**config.mk**
```make
export PLATFORM = sky130hd
export DESIGN_NAME = lappwr_ram
export DESIGN_NICKNAME = d
export VERILOG_FILES = /design/src/lappwr_ram.sv
export SDC_FILE = /design/constraint.sdc
export NUM_CORES = 2
export LEC_CHECK = 0
export ABC_CLOCK_PERIOD_IN_PS = 8100
export BUFFER_PORTS_ARGS = -buffer_cell sky130_fd_sc_hd__buf_2
export CORE_ASPECT_RATIO = 0.9
export CORE_MARGIN = 2
export CORE_UTILIZATION = 35
export DETAILED_ROUTE_END_ITERATION = 10
export GPL_ROUTABILITY_DRIVEN = 0
export SYNTH_ARGS = -nofsm -noshare
export SYNTH_HDL_FRONTEND = slang
export SYNTH_SLANG_ARGS = --single-unit
```
**constraint.sdc**
```tcl
create_clock -name clk -period 8.1 [get_ports clk]
set_input_delay 0.81 -clock clk [delete_from_list [all_inputs] [get_ports clk]]
set_output_delay 0.81 -clock clk [all_outputs]
set_load 0.02 [all_outputs]
```
**src/lappwr_ram.sv**
```systemverilog
// Generic single-port-write, single-port-read RAM with registered read data.
module lappwr_ram #(
    parameter int WIDTH = 128,
    parameter int DEPTH = 32
) (
    input  logic                                       clk,
    input  logic                                       we,
    input  logic [((DEPTH > 1) ? $clog2(DEPTH) : 1)-1:0] waddr,
    input  logic [WIDTH-1:0]                           wdata,
    input  logic                                       re,
    input  logic [((DEPTH > 1) ? $clog2(DEPTH) : 1)-1:0] raddr,
    output logic [WIDTH-1:0]                           rdata
);

    logic [WIDTH-1:0] mem [DEPTH];
    logic [WIDTH-1:0] rdata_reg;

    always_ff @(posedge clk)
    begin
        if (we)
        begin
            mem[waddr] <= wdata;
        end
        if (re)
        begin
            rdata_reg <= mem[raddr];
        end
    end

    assign rdata = rdata_reg;

endmodule

```
==> After elaboration in Yosys (flattened, before gate mapping) <==
Memory sizes are Yosys's and may differ from the RTL's. A register that Yosys moved wholly into a read port is not among the register bits.
Cells that the tools add are included.
{ "op_classes": {"n_mux": 2} }
{ "ops": {"columns": ["operator", "count"], "rows": [
  ["$mux 1", 2]
]} }
{ "totals": {"regBits": 0, "ram_bits": 4096, "input_bits": 141, "output_inout_bits": 128, "wordCells": 3, "memories": 1} }
{ "memory_table": {"columns": ["memory", "words", "width", "rd", "rd_ports_with_merged_regs", "wr", "line_no", "source"], "rows": [
  ["mem", 32, 128, 1, 1, 1, "15", "logic [WIDTH-1:0] mem [DEPTH];"]
]} }

==> Longest topological paths before layout <==
{ "depth": {"word_depth": 2, "depth_mapped": 9, "depth_no_buf": 4} }

==> Least setup slack after synthesis <==
OpenSTA, ideal clock, no wires.
{ "synth_timing": {"path_kind": "input to register", "start": "input port waddr[1] (netlist bit)", "end": "memory mem[12][0] (enable)", "setup_ps": 617, "arrival_time_ps": 6791, "required_ps": 7483, "setup_slack_ps": 692, "path_stages": 3, "path_buffers": 1, "path_cell_list": "or3b_2 clkbuf_1 nor2_1"} }
{ "synth_rtl": {"columns": ["item", "line_no", "source"], "rows": [
  ["from (decl)", "8", "input logic [((DEPTH > 1) ? $clog2(DEPTH) : 1)-1:0] waddr,"],
  ["to (decl)", "15", null]
]} }
Straight into the memory's write port.

==> flow_summary.ini <==
[final_layout]
fillers = 38400
final_cell_mix = edfxtp_1, mux4_2, o22ai_1
fin_util = 0.402
syn_to_final_growth_pct = 14.1
finish.net_count = 7084
design_area_um2 = 179000
regArea_um2 = 127000
multi_input_comb_area_um2 = 28100
largest_reg_flops = 4096
drive_gt1_frac = 0.275
layout_commonest_cell = edfxtp_1

[clock_tree]
htreeDepth = 5
post_cts_resized = 0
numCtsBuffers = 417
cts-hold-fix-buffers = 0
cts_root_buf = clkbuf_16
clkTransAtPathRegs_ns = 0.07
cts_setup_buffers = 0
cts_buffer_depth = 4
cts_sinks = 4224
cts_tree = built
clock_latency_ns = 0.95

[sta]
hold_viol_final = 0
relSlewSlack = 0.113
worst_pin_slew_ns = 1.33
skew_ns = 0.0390
fin_hold_ws_ns = 0.347
rsz0062_at_grt = no
drv_slew = 0
setup-violations-final = 0
period_minus_slack_ns = 3.91
fin_crit_sh = 0.483
setup_tns_ns = 0
timing.fmax_mhz = 255

[critical_path]
critPathLaunchType = primary input
slowest_stage = nor4_1
r2r_start = mem[21][19]
worstPathMaxFanout = 32
cp_slowest_stage_delay_ns = 0.94
timing.rr.end = rdata[19]
worstSetupPathType = primary input to flip-flop
critPathCaptureType = flip-flop
required_ns = 8.69
cp_cell_sequence = buf_2 > nand2_1 > or2_4 > buf_4 > buf_4 > o22ai_1 > nor4_1
critPathMostFrequentCell = buf_4
crit_arrival_ns = 4.50
reg2regPathDepth = 3
r2r_slack_ns = 6.02

[power]
p_total_mw = 45.1
leakage_nw = 54.6
p_per_area_nw_per_um2 = 252
peakVddDrop_mv = 0.188

[yosys]
yosys_warnings = 0
synth_edf_count = 4224
synthArstFlopShare = 0
synth_cell_types = 27
avgSynthCellArea_um2 = 24.3
syn_area_um2 = 157000
synth-main-ff-cell = edfxtp_1
ys_seq_area_frac = 0.810
ys_seq_elements = 4224
synthCells = 6440
syn_nets = 6581

[die]
num_rows = 232
start_util = 0.352
fp.dieArea_um2 = 453000
die_x_um = 709
core_um2 = 444000
io_pins = 269
die_y_um = 638

[detailed_routing]
ant_nets = 0
num_vias = 74300
vias_per_cell = 5.59
drc = 0
wl_per_cell_um = 32.2
totalWireLength_um = 428000
drtPass1Iterations = 7
drt_iter0_markers = 8691

[worst_hold_path]
worstHoldPathCells = 1
min_to = mem[8][78]
min_from = wdata[78]
hold_path.class = primary input to flip-flop

[global_route]
grt_pass1_wl_um = 594000
grt_pass1_vias = 74700
grt_overflow_total = 0
antenna_found_initial = 85
grt_max_degree = 131
track_usage = 0.185

[place]
place_area_um2 = 166000
hpwl_um = 205000
portBuffers = 268

[job]
cap_violations = 0

[outcome]
status = finished clean
how the worst max path moves through the flow:
| stage | from | endpoint | slack (ns) | cells past startpoint |
|---|---|---|---|---|
| global route | raddr[3] | rdata[85] | 4.26 | 7 |
| finish | raddr[3] | rdata[85] | 4.19 | 7 |
| CTS | raddr[3] | rdata[85] | 4.32 | 7 |
| detailed placement | raddr[3] | rdata[85] | 3.35 | 7 |
| floorplan | waddr[1] | mem[12][0] | 0.69 | 3 |
| global placement | raddr[3] | rdata[85] | 3.36 | 7 |
cell usage after synthesis, drive strengths merged, types with 2 or more instances:
cell type  instances  area share
mux4             956        0.14
clkbuf           117      0.0030
a22oi            102      0.0049
nand3             37      0.0012
nand4             17     0.00068
o22ai            444       0.018
edfxtp          4224        0.81
nor2              36     0.00088
nand3b             6     0.00029
mux2i            136      0.0087
or3                2    0.000080
or3b               4     0.00022
buf              235      0.0094
nor4             111      0.0044
nor2b              3     0.00012
nand2              4    0.000096
critical path: cells and delay by family:
kind                   cells  cell delay, ns
AOI/OAI and AO/OA          1            0.25
and+or+nand+nor            3            1.72
buffers and inverters      3            1.64
kinds of logic after synthesis:
| family | Yosys count | synth area share |
|---|---|---|
| AO/OA/AOI/OAI | 546 | 0.0226 |
| buffers and inverters | 352 | 0.0125 |
| flip-flops | 4224 | 0.810 |
| multiplexers | 1092 | 0.146 |
| AND/OR/NAND/NOR | 226 | 0.00825 |
per-stage QoR:
step                      setup WS [ns]  std cells
final                              4.19      13300
after global routing               4.26      13300
after CTS                          4.32      13300
after detailed placement           3.35      12500
after global placement             3.36      12500
after floorplan                   0.692       6440
power by group:
group	leakage [nW]	switching [mW]	internal (mW)	total (mW)
sequential	38.1	0.134	24.4	24.5
clock	6.36	8.04	10.6	18.6
combinational	10.1	1.26	0.708	1.97
total	54.6	9.43	35.7	45.1
area by class of cell:
cell class,count,share of cell area
flip-flops and latches,4224,0.710
repair buffers,436,0.0177
diodes,29,0.000406
well taps,5967,0.0418
multi-input cells,1864,0.157
clock inverters,251,0.0116
clock buffers,509,0.0613
metal layers:
layer	wire (um)	track usage	vias up	part of all wire
met5	206	0	-	0.00048
met1	170000	0.248	41200	0.40
met2	218000	0.321	3171	0.51
met4	9090	0.0401	32	0.021
li1	-	-	29200	-
met3	30000	0.0258	646	0.070
No activity file was read; power rests on OpenSTA's default activity.
