**config.mk**
```make
export PLATFORM = sky130hd
export DESIGN_NAME = lappwr_div
export DESIGN_NICKNAME = d
export VERILOG_FILES = /design/src/lappwr_pkg.sv /design/src/lappwr_div.sv
export SDC_FILE = /design/constraint.sdc
export NUM_CORES = 1
export LEC_CHECK = 0
export BUFFER_PORTS_ARGS = -buffer_cell sky130_fd_sc_hd__buf_2
export CORE_MARGIN = 1.5
export CORE_UTILIZATION = 62
export CTS_BUF_LIST = sky130_fd_sc_hd__clkbuf_16
export DETAILED_ROUTE_END_ITERATION = 12
export PLACE_DENSITY = 0.85
export SLEW_MARGIN = 20
export SYNTH_ARGS = -nofsm -noshare
export SYNTH_HDL_FRONTEND = slang
export SYNTH_SLANG_ARGS = --single-unit
```
**constraint.sdc**
```tcl
create_clock -name clk -period 4.9 [get_ports clk]
set_input_delay 0.735 -clock clk [delete_from_list [all_inputs] [get_ports clk]]
set_output_delay 0.735 -clock clk [all_outputs]
set_load 0.02 [all_outputs]
```
**src/lappwr_pkg.sv**
```systemverilog
// Shared types and constants of the lap timer with power averaging.
package lappwr_pkg;

    localparam int TIME_W    = 32;
    localparam int SUM_W     = 48;
    localparam int COUNT_W   = 32;
    localparam int POWER_W   = 16;
    localparam int OPCODE_W  = 3;
    localparam int IDX_W     = 5;
    localparam int LAPS_W    = 6;
    localparam int MODE_W    = 2;

    typedef enum logic [OPCODE_W-1:0] {
        OP_START  = 3'd0,
        OP_PAUSE  = 3'd1,
        OP_RESUME = 3'd2,
        OP_STOP   = 3'd3,
        OP_LAP    = 3'd4,
        OP_SAMPLE = 3'd5,
        OP_STATUS = 3'd6,
        OP_READ   = 3'd7
    } op_t;

    typedef enum logic [MODE_W-1:0] {
        MODE_STOPPED = 2'd0,
        MODE_RUNNING = 2'd1,
        MODE_PAUSED  = 2'd2
    } mode_t;

    typedef enum logic [3:0] {
        ST_IDLE,
        ST_EXEC,
        ST_REC_GO,
        ST_REC_WAIT,
        ST_TOT_GO,
        ST_TOT_WAIT,
        ST_LAP_GO,
        ST_LAP_WAIT,
        ST_DONE
    } fsm_t;

    // One stored lap record as it sits in the lap table memory.
    typedef struct packed {
        logic [TIME_W-1:0]  duration;
        logic [SUM_W-1:0]   power_sum;
        logic [COUNT_W-1:0] samples;
        logic [POWER_W-1:0] avg_power;
    } lap_rec_t;

    typedef struct packed {
        logic busy;
        logic done;
    } div_stat_t;

endpackage

```
**src/lappwr_div.sv**
```systemverilog
// Restoring divider, one quotient bit per cycle, low quotient bits returned.
module lappwr_div (
    input  logic                            clk,
    input  logic                            rst_n,
    input  logic                            start,
    input  logic [lappwr_pkg::SUM_W-1:0]    dividend,
    input  logic [lappwr_pkg::COUNT_W-1:0]  divisor,
    output lappwr_pkg::div_stat_t           stat,
    output logic [lappwr_pkg::POWER_W-1:0]  quotient
);

    localparam int DVD_W = lappwr_pkg::SUM_W;
    localparam int DVS_W = lappwr_pkg::COUNT_W;
    localparam int CNT_W = $clog2(DVD_W);

    logic             busy_reg, busy_next;
    logic             done_reg, done_next;
    logic [CNT_W-1:0] cnt_reg, cnt_next;
    logic [DVS_W-1:0] rem_reg, rem_next;
    logic [DVD_W-1:0] quo_reg, quo_next;
    logic [DVS_W-1:0] dvs_reg, dvs_next;

    logic [DVS_W:0]   trial;
    logic [DVS_W:0]   diff;
    logic             fits;

    always_comb
    begin
        trial     = {rem_reg, quo_reg[DVD_W-1]};
        diff      = trial - {1'b0, dvs_reg};
        fits      = (trial >= {1'b0, dvs_reg});
        busy_next = busy_reg;
        done_next = 1'b0;
        cnt_next  = cnt_reg;
        rem_next  = rem_reg;
        quo_next  = quo_reg;
        dvs_next  = dvs_reg;
        if (start)
        begin
            dvs_next = divisor;
            rem_next = '0;
            cnt_next = CNT_W'(DVD_W - 1);
            if (divisor == '0)
            begin
                // no samples: average reads as zero
                quo_next  = '0;
                done_next = 1'b1;
            end
            else
            begin
                quo_next  = dividend;
                busy_next = 1'b1;
            end
        end
        else if (busy_reg)
        begin
            rem_next = fits ? diff[DVS_W-1:0] : trial[DVS_W-1:0];
            quo_next = {quo_reg[DVD_W-2:0], fits};
            if (cnt_reg == '0)
            begin
                busy_next = 1'b0;
                done_next = 1'b1;
            end
            else
            begin
                cnt_next = cnt_reg - 1'b1;
            end
        end
    end

    always_ff @(posedge clk or negedge rst_n)
    begin
        if (!rst_n)
        begin
            busy_reg <= 1'b0;
            done_reg <= 1'b0;
        end
        else
        begin
            busy_reg <= busy_next;
            done_reg <= done_next;
        end
    end

    always_ff @(posedge clk)
    begin
        cnt_reg <= cnt_next;
        rem_reg <= rem_next;
        quo_reg <= quo_next;
        dvs_reg <= dvs_next;
    end

    assign stat.busy = busy_reg;
    assign stat.done = done_reg;
    assign quotient  = quo_reg[lappwr_pkg::POWER_W-1:0];

endmodule
```
After elaboration in Yosys (flattened, before gate mapping)
Cells that the tools add are included.
{"block": "classes", "eq_ne": 1, "bitwise": 1, "addsub": 2, "magnitude_cmp": 1, "n_reduce_logical": 4, "muxes": 12}
{"op": "48-bit 2-to-1 mux", "count": 3}
{"op": "33-bit by 32-bit greater-or-equal comparator with 1-bit output", "count": 1}
{"op": "32-bit logical NOT", "count": 1}
{"op": "32-bit 2-to-1 mux", "count": 1}
{"op": "32-bit subtractor", "count": 1}
{"op": "1-bit 2-to-1 mux", "count": 8}
{"op": "6-bit logical NOT", "count": 1}
{"op": "6-bit by 1-bit subtractor with 6-bit output (second input constant)", "count": 1}
{"op": "2-bit inequality test (second input constant)", "count": 1}
{"op": "2-bit AND reduction", "count": 1}
{"op": "2-bit nonzero test", "count": 1}
{"op": "1-bit NOT", "count": 1}
{"block": "totals", "input_bits": 83, "output_inout_bits": 18, "elab_cells": 27, "regBits": 120}

Logic depth before layout (Yosys ltp)
{"block": "depth", "word_depth": 4, "depth_mapped": 13, "depth_no_buf": 11}

Least setup slack after synthesis
OpenSTA, ideal clock, no wires.
{"block": "synth_timing", "path_kind": "reg-to-reg", "start": "register quo_reg[47]", "end": "register rem_reg[26]", "path_buffers": 0, "setup_time_ns": 0.088, "t_required_ns": 4.812, "synth_period_minus_slack_ns": 2.589, "arrival_ns": 2.501, "slack_ns": 2.311, "path_stages_with_launch": 12, "cell_sequence": "edfxtp_1 -> inv_1 -> ha_1 -> fa_1 -> nand2b_1 -> a21oi_1 -> o21ai_0 -> a211oi_1 -> nor4_1 -> o21ba_2 -> or3_1 -> a311oi_2"}
{"block": "synth_between", "elab_chain_cells": 2, "word_cells_on_any_way": 3, "classes_between": "add/sub: 1; order compare: 1; mux: 1"}
{"element": "start: declaration", "line": "lappwr_div.sv:20", "text": "logic [DVD_W-1:0] quo_reg, quo_next;"}
{"element": "start signal: assignment", "line": "lappwr_div.sv:89", "text": "quo_reg <= quo_next;"}
{"element": "32-bit subtractor / 33-bit by 32-bit greater-or-equal comparator with 1-bit output (equally long branches)", "line": "lappwr_div.sv:30, lappwr_div.sv:31"}
{"element": "32-bit 2-to-1 mux (*)", "line": "lappwr_div.sv:57", "text": "rem_next = fits ? diff[DVS_W-1:0] : trial[DVS_W-1:0];"}
{"element": "end signal: assignment", "line": "lappwr_div.sv:88", "text": "rem_reg <= rem_next;"}
{"element": "end: declaration", "line": "lappwr_div.sv:19", "text": "logic [DVS_W-1:0] rem_reg, rem_next;"}
Every way passes the cells marked *; elsewhere a longest branch is shown, timed or not.
A chain may end at the register's enable or synchronous reset.

Worst setup path after layout
{"block": "layout_timing", "start": "register rem_reg[27]", "end": "register rem_reg[13]"}
{"block": "layout_between", "elab_chain_cells": 2}
{"element": "33-bit by 32-bit greater-or-equal comparator with 1-bit output", "line": "lappwr_div.sv:31", "text": "fits = (trial >= {1'b0, dvs_reg});"}
{"element": "32-bit 2-to-1 mux", "line": "lappwr_div.sv:57"}
Every way passes these cells.

==> reports/results.tsv <==
stage	metric	value	unit
status	outcome	completed	
timing	setup repair after global routing missed its margin	false	
yosys	number of flops mapped to enable cells by yosys	80	
cells_and_area	area growth from synthesis to final layout	13.67	%
yosys	mean instance size in the synthesized netlist	9.058	µm²
die	total die area	0.01200	mm²
timing	worst-case hold slack	0.08215	ns
drt	detailed-route DRC error count	0	
drt	via count	5978	
clock_tree	# clock sinks	120	
cells_and_area	Layout Nets	965	
timing	worst-case clock skew	0.01700	ns
yosys	post-synthesis instance area	0.007038	mm²
clock_tree	number of gates given a new drive strength after cts	0	
clock_tree	number of buffers created by CTS	17	
yosys	Synth cell types	66	
worst_setup_path	cells along the critical path	ha_1, a21o_1, a21o_1, a31oi_1, o211ai_1, a41oi_2, nand2_1, mux2i_1, a211oi_1	
cells_and_area	most common cell after layout, fill and taps aside	sky130_fd_sc_hd__nand2_1	
timing	Peak Freq	311.3	MHz
placement	DP HPWL	10960	µm
drt	ANT nets after route	0	
die	initial cell density of the core	64.36	%
pwr	ratio of total power to cell area	519.1	mW/mm²
cells_and_area	number of diodes added for antenna fixing	0	
global_routing	pin count of the biggest net entering global routing	89	
timing	Final Hold Violating Endpoints	0	
clock_tree	setup bufs post-CTS	0	
drt	Iter 0 DRT Violations	553	
yosys	leading register cell type out of synthesis	sky130_fd_sc_hd__edfxtp_1	
global_routing	total congestion overflow after global routing	0	
timing	final total negative setup slack	0	ns
global_routing	vias in the first global route	5740	
worst_setup_path	type of element launching the critical path	register	
timing	crit share post-route	65.57	%
clock_tree	H-tree lvl count	4	
worst_setup_path	most prevalent standard cell on the critical path	sky130_fd_sc_hd__a21o_1	
worst_setup_path	required arrival time at the worst endpoint	5.21	ns
run	maxcap violations	0	
clock_tree	Max Root-Sink Buffers	2	
yosys	Yosys warning count	0	
die	width of the chip	109.5	µm
global_routing	global-route wire length before repair	26080	µm
yosys	register bit count reported by yosys	120	
cells_and_area	Fillers	802	
timing	transition at the pin with the smallest max-transition slack	1.080	ns
pwr	leakage power summed over all cells	0.003630	µW
cells_and_area	flip-flop count of the largest register after layout	48	
worst_setup_path	cell with the biggest individual delay on the critical path	sky130_fd_sc_hd__nand2_1	
clock_tree	clock slew at the register clock pins of the worst setup and hold paths	0.06	ns
timing	shortest period the worst path allows	3.213	ns
yosys	number of standard cells after synthesis	777	
timing	worst slew slack as a fraction of its limit	28.03	%
drt	post-detailed-route via-to-cell ratio	5.978	
worst_setup_path	arrival time of data at the critical path endpoint	3.52	ns
die	ports placed on the boundary	101	
global_routing	initial antenna violation count	0	
worst_setup_path	critical setup path kind	reg -> reg	
timing	Slew Limit Fails	0	
yosys	net count after synthesis	895	
placement	final weighted congestion of routability-driven global placement	0.9574	
die	standard-cell rows	38	
die	Core Area	0.01094	mm²
placement	number of buffer cells added on primary ports	100	
clock_tree	CTS tree	done	
clock_tree	root buf cell	sky130_fd_sc_hd__clkbuf_16	
worst_setup_path	peak per-stage delay on the critical path	0.60	ns
yosys	sequential cell area fraction in the yosys report	45.65	%
cells_and_area	most frequent cells in the layout	sky130_fd_sc_hd__nand2_1, sky130_fd_sc_hd__buf_2, sky130_fd_sc_hd__inv_1	
die	die extent in y	109.5	µm
clock_tree	clock latency on the worst-skew pair	0.42	ns
drt	Total Routed Length	15920	µm
worst_setup_path	category of the worst setup path capture point	register	
pwr	Worst VDD drop	363.5	µV
clock_tree	number of buffers inserted by hold repair at cts	0	
worst_setup_path	buffers and inverters on the worst path	0	
global_routing	Total GRT Usage	28.36	%
worst_setup_path	CP Max Fanout	23	
yosys	share of flip-flops with an asynchronous set or reset after synthesis	1.667	%
worst_hold_path	path category of the worst min-delay check	in -> async	
drt	length of the first detailed-routing pass in iterations	7	
worst_setup_path	kind of cell with the highest combined delay on the critical path	compound AO/OA/AOI/OAI gates	
drt	average detailed-routed wire length per instance	15.92	µm
timing	setup violators final	0	
cells_and_area	share of final-layout standard cells stronger than drive strength 1	17.33	%
==> worst register-to-register path: cells and delay by family (launching register included) <==
family | cells | cell delay [ns]
flip-flops | 1 | 0.33
adder cells (fa/ha/maj) | 1 | 0.38
AO/OA/AOI/OAI | 6 | 1.51
AND/OR/NAND/NOR | 1 | 0.60
multiplexers | 1 | 0.28
==> layer usage <==
metal  vias up  wire, µm  global-route usage [%]
li1       2896         -                       -
met1      2816      6542                   33.95
met2       229      7871                   46.50
met3        37      1117                   9.010
met4         0       386                   13.17
met5         -         0                       0
==> area by class of cell <==
class	instances	area [µm²]	area share, %
timing repair buffer	102	518.0	6.475
clock inverter	15	127.6	1.595
tap	140	175.2	2.190
inverter	90	337.8	4.223
sequential	120	3214	40.18
clock buffer	17	425.4	5.317
multi-input combinational	516	3202	40.02
==> path summary, 6_finish.rpt <==
check | to | start | cells after the start | slack, ns
setup reg to reg | rem_reg[13]$_SDFFE_PP0P_ | rem_reg[27]$_SDFFE_PP0P_ | 9 | 1.69
min in group clk | dvs_reg[30]$_DFFE_PP_ | divisor[30] | 1 | 0.50
setup / recovery | rem_reg[13]$_SDFFE_PP0P_ | rem_reg[27]$_SDFFE_PP0P_ | 9 | 1.69
hold reg to reg | rem_reg[1]$_SDFFE_PP0P_ | rem_reg[1]$_SDFFE_PP0P_ | 2 | 0.51
hold / removal | busy_reg$_DFFE_PN0P_ | rst_n | 1 | 0.08
max in group asynchronous | done_reg$_DFF_PN0_ | rst_n | 1 | 4.71
==> metrics by stage <==
step / instance area [µm²] / worst slack [ns] / total power, µW / instances / util (%)
6_report: 8000 / 1.687 / 4153 / 1000 / 73.16
5_1_grt: 8000 / 1.434 / 4395 / 1000 / 73.16
4_1_cts: 7998 / 1.777 / 4134 / 1000 / 73.13
3_5_place_dp: 7445 / 1.769 / 2959 / 968 / 68.08
3_3_place_gp: 7445 / 1.908 / 2889 / 968 / 68.08
2_1_floorplan: 7038 / 2.311 / 2657 / 777 / -
==> Yosys cell counts (4+ instances only) <==
library cell	instances	share of area (%)
sky130_fd_sc_hd__a211o_1	4	0.50
sky130_fd_sc_hd__a211oi_1	10	1.1
sky130_fd_sc_hd__a21o_1	16	1.7
sky130_fd_sc_hd__a21oi_1	35	2.5
sky130_fd_sc_hd__a311oi_1	22	2.7
sky130_fd_sc_hd__a31oi_1	4	0.36
sky130_fd_sc_hd__and3_1	7	0.62
sky130_fd_sc_hd__buf_2	4	0.28
sky130_fd_sc_hd__buf_4	22	2.3
sky130_fd_sc_hd__clkbuf_1	22	1.2
sky130_fd_sc_hd__dfxtp_1	38	11
sky130_fd_sc_hd__edfxtp_1	80	34
sky130_fd_sc_hd__ha_1	34	6.0
sky130_fd_sc_hd__inv_1	89	4.7
sky130_fd_sc_hd__nand2_1	120	6.4
sky130_fd_sc_hd__nand2b_1	9	0.80
sky130_fd_sc_hd__nand3_1	14	1.0
sky130_fd_sc_hd__nand4_1	8	0.71
sky130_fd_sc_hd__nor2_1	48	2.6
sky130_fd_sc_hd__nor3_1	9	0.64
sky130_fd_sc_hd__nor4_1	12	1.1
sky130_fd_sc_hd__o211ai_1	4	0.43
sky130_fd_sc_hd__o21a_1	5	0.53
sky130_fd_sc_hd__o21ai_0	66	4.7
sky130_fd_sc_hd__o21ai_1	4	0.28
sky130_fd_sc_hd__or3_1	9	0.80
sky130_fd_sc_hd__xnor2_1	11	1.4
sky130_fd_sc_hd__xor2_1	8	1.0
==> power breakdown <==
group	leakage (µW)	switching, µW	total [µW]	internal, µW
registers	0.00117	120	1390	1270
logic	0.00220	974	1600	630
clock network	0.000255	467	1160	694
total	0.00363	1560	4150	2590
==> cell families (layout without fill, tap and decap cells) <==
| group | count (synthesis) | count (layout) | synth area share (%) |
|---|---|---|---|
| AO/OA/AOI/OAI | 201 | 201 | 19.00 |
| buffers and inverters | 141 | 224 | 8.889 |
| multiplexers | 3 | 3 | 0.4267 |
| AND/OR/NAND/NOR | 258 | 258 | 17.33 |
| adder cells (fa/ha/maj) | 35 | 35 | 6.329 |
| flip-flops | 120 | 120 | 45.65 |
| XOR/XNOR | 19 | 19 | 2.364 |
No activity file was read; power rests on OpenSTA's default activity.
